File: config.mk
export PLATFORM = sky130hd
export DESIGN_NAME = ctb_ctrl
export DESIGN_NICKNAME = d
export VERILOG_FILES = /design/src/design/ctb_pkg.sv /design/src/design/ctb_ctrl.sv
export SDC_FILE = /design/constraint.sdc
export NUM_CORES = 1
export LEC_CHECK = 0
export BUFFER_PORTS_ARGS = -buffer_cell sky130_fd_sc_hd__buf_2
export CORE_AREA = 4 4 41 43
export CTS_CLUSTER_SIZE = 8
export DETAILED_ROUTE_END_ITERATION = 10
export DIE_AREA = 0 0 45 47
export PLACE_DENSITY_LB_ADDON = 0.05
export SETUP_SLACK_MARGIN = 0.3
export SLEW_MARGIN = 20
export SYNTH_ARGS = -nofsm -noshare
export SYNTH_HDL_FRONTEND = slang
export SYNTH_SLANG_ARGS = --single-unit
File: constraint.sdc
create_clock -name aclk -period 2.5 [get_ports aclk]
set_input_delay 0.375 -clock aclk [delete_from_list [all_inputs] [get_ports aclk]]
set_output_delay 0.375 -clock aclk [all_outputs]
set_load 0.005 [all_outputs]
File: src/design/ctb_pkg.sv
// Shared types and constants of the circular trace buffer.
package ctb_pkg;

    localparam int WORD_W     = 64;
    localparam int SKIP_W     = 10;
    localparam int SLOT_IDX_W = 10;
    localparam int COUNT_W    = 11;
    localparam int CFG_W      = 11;
    localparam int S_TDATA_W  = 80;
    localparam int M_TDATA_W  = 88;

    typedef enum logic [1:0] {
        MODE_ENTER,
        MODE_FIRST,
        MODE_NEXT,
        MODE_SKIP
    } mode_t;

    typedef enum logic [2:0] {
        ST_IDLE,
        ST_DIV,
        ST_FETCH,
        ST_EMIT,
        ST_MISS
    } state_t;

    typedef struct packed {
        logic do_enter;
        logic do_first;
        logic do_next;
        logic skip_start;
        logic div_step;
        logic skip_finish;
        logic rd_issue;
        logic word_inc;
        logic out_found;
    } cmd_t;

    typedef struct packed {
        logic miss;
        logic div_done;
        logic last_word;
    } sts_t;

endpackage

File: src/design/ctb_ctrl.sv
// Controller: request decode and read-out sequencing.
module ctb_ctrl (
    input  logic          aclk,
    input  logic          aresetn,
    input  logic          s_tvalid,
    input  logic [1:0]    s_tuser,
    output logic          s_tready,
    output logic          m_tvalid,
    input  logic          m_tready,
    input  ctb_pkg::sts_t sts,
    output ctb_pkg::cmd_t cmd
);

    import ctb_pkg::*;

    state_t state_reg, state_next;
    mode_t  mode;
    logic   accept;

    assign mode   = mode_t'(s_tuser);
    assign accept = s_tvalid && (state_reg == ST_IDLE);

    always_comb begin
        state_next = state_reg;
        unique case (state_reg)
            ST_IDLE: begin
                if (accept) begin
                    unique case (mode)
                        MODE_ENTER: state_next = ST_IDLE;
                        MODE_FIRST: state_next = sts.miss ? ST_MISS : ST_FETCH;
                        MODE_NEXT:  state_next = sts.miss ? ST_MISS : ST_FETCH;
                        MODE_SKIP:  state_next = sts.miss ? ST_MISS : ST_DIV;
                    endcase
                end
            end
            ST_DIV: begin
                if (sts.div_done) begin
                    state_next = ST_FETCH;
                end
            end
            ST_FETCH: state_next = ST_EMIT;
            ST_EMIT: begin
                if (m_tready && sts.last_word) begin
                    state_next = ST_IDLE;
                end
            end
            ST_MISS: begin
                if (m_tready) begin
                    state_next = ST_IDLE;
                end
            end
            default: state_next = ST_IDLE;
        endcase
    end

    always_comb begin
        cmd      = '0;
        s_tready = 1'b0;
        m_tvalid = 1'b0;
        unique case (state_reg)
            ST_IDLE: begin
                s_tready = 1'b1;
                if (accept) begin
                    unique case (mode)
                        MODE_ENTER: cmd.do_enter   = 1'b1;
                        MODE_FIRST: cmd.do_first   = 1'b1;
                        MODE_NEXT:  cmd.do_next    = 1'b1;
                        MODE_SKIP:  cmd.skip_start = !sts.miss;
                    endcase
                end
            end
            ST_DIV: begin
                cmd.div_step    = !sts.div_done;
                cmd.skip_finish = sts.div_done;
            end
            ST_FETCH: cmd.rd_issue = 1'b1;
            ST_EMIT: begin
                m_tvalid      = 1'b1;
                cmd.out_found = 1'b1;
                cmd.word_inc  = m_tready && !sts.last_word;
            end
            ST_MISS: m_tvalid = 1'b1;
            default: cmd = '0;
        endcase
    end

    always_ff @(posedge aclk) begin
        if (!aresetn) begin
            state_reg <= ST_IDLE;
        end else begin
            state_reg <= state_next;
        end
    end

endmodule

==> results_dict.tcl, run 1 <==
set metrics [dict create \
    yosys_warnings 0 \
    io_buffers 19 \
    placed_cell_area_um2 479 \
    synth.avg_cell_area_um2 8.54 \
    route.detailed.drc 0 \
    fin_nets 81 \
    grt_pass1_wl_um 1600 \
    viasPerCell 5.02 \
    routed_wl_um 912 \
    finalSetupTns_ns 0 \
    ios 20 \
    ctsHoldBuffers 0 \
    netlist_area_um2 384 \
    hold_path_end "state_reg[2]" \
    clk_pin_slew_worst_paths_ns 0.04 \
    cts.sinks 3 \
    rr_endpoint "state_reg[2]" \
    switching_share 0.316 \
    overflow 0 \
    cp.arrival_ns 1.34 \
    mostFrequentLayoutCells "19 x buf_2, 5 x and3_1, 5 x ha_1" \
    final_common_cell "buf_2" \
    synthToLayoutAreaGrowth_pct 31.6 \
    relSlewSlack 0.725 \
    power.switching_w 0.0000665 \
    p_int_w 0.000144 \
    cp.required_ns 2.12 \
    cts_buffers 3 \
    ys_seq_area_frac 0.156 \
    core_mm2 0.00130 \
    worstSkewPairLatency_ns 0.24 \
    root_buffer "clkbuf_4" \
    antenna_found_initial 0 \
    min_from "aresetn" \
    worst_pin_slew_ns 0.412 \
    rsz0062_at_grt "false" \
    nFillCells 155 \
    fin_crit_sh 0.685 \
    cts_resized 0 \
    gr-usage-all-layers 0.109 \
    start_kind "register" \
    die-area_mm2 0.00212 \
    hold_path_class "in2reg" \
    wl_per_cell_um 11.3 \
    power.leakage_nw 0.281 \
    rows 13 \
    syn-num-nets 59 \
    die_w_um 45 \
    p_per_area_mw_per_mm2 416 \
    setup_viol 0 \
    htree_num_levels 1 \
    ant_nets 0 \
    grt_start_max_net_pins 12 \
    firstDrtPassIters 2 \
    drv_cap 0 \
    gp_congestion 0.666 \
    ir_drop_uv 246 \
    grt_pass1_vias 377 \
    die_h_um 47 \
    ys_async_sr_fraction 0 \
    dr.first_iter.drc_count 6 \
    finClkSkew_ns 0.00279 \
    power_frac_seq 0.291 \
    synth_ff_type "dfxtp_1" \
    power_frac_comb 0.292 \
    largest_reg_flops 3 \
    timing.fmax_ghz 0.584 \
    r2r_cells 3 \
    diodes 0 \
    critPathKind "reg2out" \
    vias 407 \
    dpl.hpwl_um 736 \
    drive_gt1_frac 0.364 \
    fin_area_um2 505 \
    period_minus_slack_ns 1.71 \
    r2r_slack_ns 1.17 \
    synth_edf_count 0 \
    clk_path_buf_depth 2 \
    synthCells 45 \
    post_cts_buffers 0 \
    cts_tree "built" \
    rr_startpoint "state_reg[2]" \
    holdPathStages 3 \
    maxSlewViolCount 0 \
    status "completed" \
    synth_seq_cells 3 \
    start_util 0.295 \
    critPathCaptureType "output pin" \
    synth.distinct_cells 26 \
    hold_viol_final 0 \
    crit_fanout 10 \
    p_clk_frac 0.417 \
]
## per-stage QoR
stage | total power, W | hold slack, ns | utilization | cells | setup WS (ns)
final | 0.000210 | 0.419 | 0.388 | 81 | 0.787
after global routing | 0.000233 | 0.430 | 0.388 | 81 | 0.639
after CTS | 0.000217 | 0.413 | 0.388 | 81 | 0.756
after detailed placement | 0.000124 | 0.638 | 0.368 | 77 | 0.894
after global placement | 0.000126 | 0.640 | 0.368 | 77 | 0.910
after floorplan | 0.000102 | 0.521 | - | 45 | 1.09
## cells in the mapped netlist, drive strengths merged, types with 2 or more instances
master  instances  area, µm²
and3            5       31.3
ha              5       62.6
dfxtp           3       60.1
inv             3       11.3
nor2            3       11.3
a32oi           2       17.5
mux2i           2       20.0
nand2           2       7.51
nor2b           2       12.5
o21a            2       15.0
## worst max-delay path, stage by stage, from the launching register on
cell     delay [ns]
dfxtp_1        0.56
and2b_4        0.26
and3b_1        0.17
buf_2          0.12
## worst max-delay path by stage
| stage | cells past startpoint | slack, ns | start | to |
|---|---|---|---|---|
| detailed placement | 6 | 0.89 | s_tuser[1] | state_reg[1] |
| floorplan | 5 | 1.09 | s_tuser[0] | state_reg[1] |
| finish | 3 | 0.79 | state_reg[2] | cmd[3] |
| global route | 3 | 0.64 | state_reg[1] | cmd[1] |
| CTS | 3 | 0.76 | state_reg[2] | cmd[3] |
| global placement | 6 | 0.91 | s_tuser[1] | state_reg[1] |
## area by class of cell
class / instances / area, µm² / area share
flip-flops and latches: 3 / 60.1 / 0.119
well taps: 15 / 18.8 / 0.0371
clock buffers: 4 / 26.3 / 0.0520
inverters: 3 / 11.3 / 0.0223
multi-input cells: 37 / 294 / 0.582
repair buffers: 19 / 95.1 / 0.188
## layer usage
layer,up-vias,GRT usage,part of all wire
li1,210,-,-
met3,2,0.0498,0.12
met4,0,0.0702,0.013
met5,-,0,0
met1,177,0.126,0.45
met2,18,0.161,0.42
## power by group through the flow
stage	logic (W)	clock network, W	registers (W)
floorplan	0.0000472	0	0.0000547
global placement	0.0000636	0	0.0000622
detailed placement	0.0000624	0	0.0000619
CTS	0.0000627	0.0000935	0.0000613
global route	0.0000708	0.0000992	0.0000629
finish	0.0000615	0.0000877	0.0000612
## logic make-up (layout without fill, tap and decap cells)
kind of cell / count (synthesis) / in the layout / share of synthesized area
and+or+nand+nor: 21 / 21 / 0.362
adders and majority gates: 5 / 5 / 0.163
AOI/OAI and AO/OA: 9 / 9 / 0.189
muxes: 2 / 2 / 0.0521
DFF: 3 / 3 / 0.156
buffers and inverters: 5 / 26 / 0.0782
No activity file was read; power rests on OpenSTA's default activity.
==> run 2: changes to the inputs <==
--- a/config.mk
+++ b/config.mk
@@ -5,6 +5,7 @@
 export SDC_FILE = /design/constraint.sdc
 export NUM_CORES = 1
 export LEC_CHECK = 0
+export ABC_AREA = 1
 export BUFFER_PORTS_ARGS = -buffer_cell sky130_fd_sc_hd__buf_2
 export CORE_AREA = 4 4 41 43
 export CTS_CLUSTER_SIZE = 8
==> constraint.sdc (replaced) <==
create_clock -name aclk -period 1.5 [get_ports aclk]
set_input_delay 0.225 -clock aclk [delete_from_list [all_inputs] [get_ports aclk]]
set_output_delay 0.225 -clock aclk [all_outputs]
set_load 0.005 [all_outputs]
==> run 2 against run 1 <==
Register-to-register slack worse by 0.79 ns. Design area grew 16%. Largest cell class unchanged. Combinational power rose to 10 times the previous value. Critical path type unchanged. Highest routed layer is now met3. Core utilization up 6.2 points. Global-route usage shrank 1.2 points. Clock-buffer cell count did not move. Worst setup slack worse by 0.60 ns. Power rose to 4.7 times the previous value. Wire length is 1.6% higher. Cell count grew 31%.
==> results_dict.tcl, run 2 <==
set metrics [dict create \
    setup_viol 0 \
    final_cell_count_no_fill 106 \
    viasPerCell 4.31 \
    wl_per_cell_um 8.75 \
    whs_ns 0.241 \
    yosys-top-cells-count "14 x inv_1, 13 x nor2_1, 12 x nand2_1" \
    synth.distinct_cells 17 \
    yosys_warnings 0 \
    ys_async_sr_fraction 0 \
    start_util 0.295 \
    synth_ff_type "dfxtp_1" \
    grt_pass1_wl_um 1550 \
    netlist_top_cells_area "ha_1 16%, dfxtp_1 16%, inv_1 14%" \
    htree_num_levels 1 \
    clk_pin_slew_worst_paths_ns 0.04 \
    synth_seq_cells 3 \
    mostFrequentLayoutCells "18 x buf_2, 14 x inv_1, 12 x nor2_1, 11 x nand2_1, 5 x ha_1" \
    worst_pin_slew_ns 0.182 \
    cp.required_ns 1.27 \
    fin_nets 106 \
    fin_crit_sh 0.876 \
    cts.sinks 3 \
    firstDrtPassIters 3 \
    synth_edf_count 0 \
    finClkSkew_ns 0.00413 \
    ir_drop_uv 997 \
    die-area_mm2 0.00212 \
    rows 13 \
    cp.arrival_ns 1.09 \
    gp_congestion 0.788 \
    die_w_um 45 \
    relSlewSlack 0.878 \
    dpl.hpwl_um 767 \
    dr.first_iter.drc_count 8 \
    final_core_util 0.450 \
    grt_pass1_vias 396 \
    route.detailed.drc 0 \
    critPathKind "reg2out" \
    yosys.area.top_type_share 0.163 \
    netlist_area_um2 384 \
    syn-num-nets 79 \
    hold_viol_final 0 \
    synth.avg_cell_area_um2 5.91 \
    timing.fmax_ghz 0.761 \
    ios 20 \
    clk_path_buf_depth 2 \
    hold_path_class "in2reg" \
    synthCells 65 \
    io_buffers 19 \
    antenna_found_initial 0 \
    crit_fanout 5 \
    power.leakage_nw 0.353 \
    placed_cells 99 \
    routed_wl_um 927 \
    period_minus_slack_ns 1.31 \
    cts_tree "built" \
    diodes 0 \
    rsz0062_at_grt "true" \
    worstSkewPairLatency_ns 0.23 \
    die_h_um 47 \
    start_kind "register" \
    vias 457 \
    root_buffer "clkbuf_4" \
    netlist.top_cell.by_area "ha_1" \
    final_common_cell "buf_2" \
    synthToLayoutAreaGrowth_pct 52.4 \
    grt_start_max_net_pins 8 \
    gr-usage-all-layers 0.0971 \
    drive_gt1_frac 0.429 \
    synth.most_common_cell "inv_1" \
    p_per_area_mw_per_mm2 1670 \
    core_mm2 0.00130 \
    finalSetupTns_ns 0 \
    ys_seq_area_frac 0.156 \
    maxSlewViolCount 0 \
    status "completed" \
    drv_cap 0 \
    overflow 0 \
    largest_reg_flops 3 \
    critPathCaptureType "output pin" \
    finalPower_w 0.000980 \
    cts_buffers 3 \
    ant_nets 0 \
]
==> run 2: cell count changes after synthesis, moves of 3 or more <==
cell,delta
and3_1,-5
inv_1,+11
nand2_1,+10
nor2_1,+10
nor2_2,+3
==> run 2: routing by layer <==
| metal | vias to the layer above | part of all wire | track usage |
|---|---|---|---|
| met5 | - | 0 | 0 |
| met4 | 0 | 0 | 0 |
| met3 | 0 | 0.073 | 0.0383 |
| met2 | 13 | 0.43 | 0.155 |
| met1 | 195 | 0.49 | 0.132 |
| li1 | 249 | - | - |
==> run 2: layout make-up <==
cell class                 count  area [µm²]
sequential                     3        71.3
multi-input combinational     47         289
clock buffer                   4        26.3
tap                           15        18.8
fill                         162         716
inverter                      15        56.3
timing repair buffer          22         124
==> run 2: what timing repair did <==
action	in CTS	in global routing
buffers inserted	3	0
pin swaps	3	2
gates resized for setup	9	3
setup endpoints to repair	12	13
hold buffers	0	0
==> run 2: report_power, final <==
group	total, W	internal (W)	switching [W]
clock	0.000136	0.0000993	0.0000365
sequential	0.000228	0.000140	0.0000882
combinational	0.000616	0.000300	0.000317
==> run 2: final timing paths <==
path                     start            to  slack, ns  cells after the start
setup / recovery  state_reg[1]        cmd[6]       0.19                      4
hold / removal         aresetn  state_reg[1]       0.24                      3
setup reg to reg  state_reg[1]  state_reg[1]       0.38                      9
hold reg to reg   state_reg[2]  state_reg[2]       0.57                      2
==> run 2: cell families (layout without fill, tap and decap cells) <==
family,count (synthesis),count (layout),synth area share
flops,3,3,0.156
simple gates,38,38,0.472
compound gates,4,4,0.0619
fa+ha+maj,5,5,0.163
buf+inv,15,41,0.147
==> run 2: worst max-delay path, stage by stage, from the launching register on <==
cell and delay, ns:
dfxtp_4 0.35, nor3_4 0.20, nand2_2 0.09, nor2_1 0.10
buf_2 0.11
==> run 2: stage by stage <==
stage	worst slack, ns	area [µm²]
5_1_grt	0.107	586
3_5_place_dp	0.213	498
3_3_place_gp	0.224	498
6_report	0.186	586
4_1_cts	0.173	573
2_1_floorplan	0.414	384
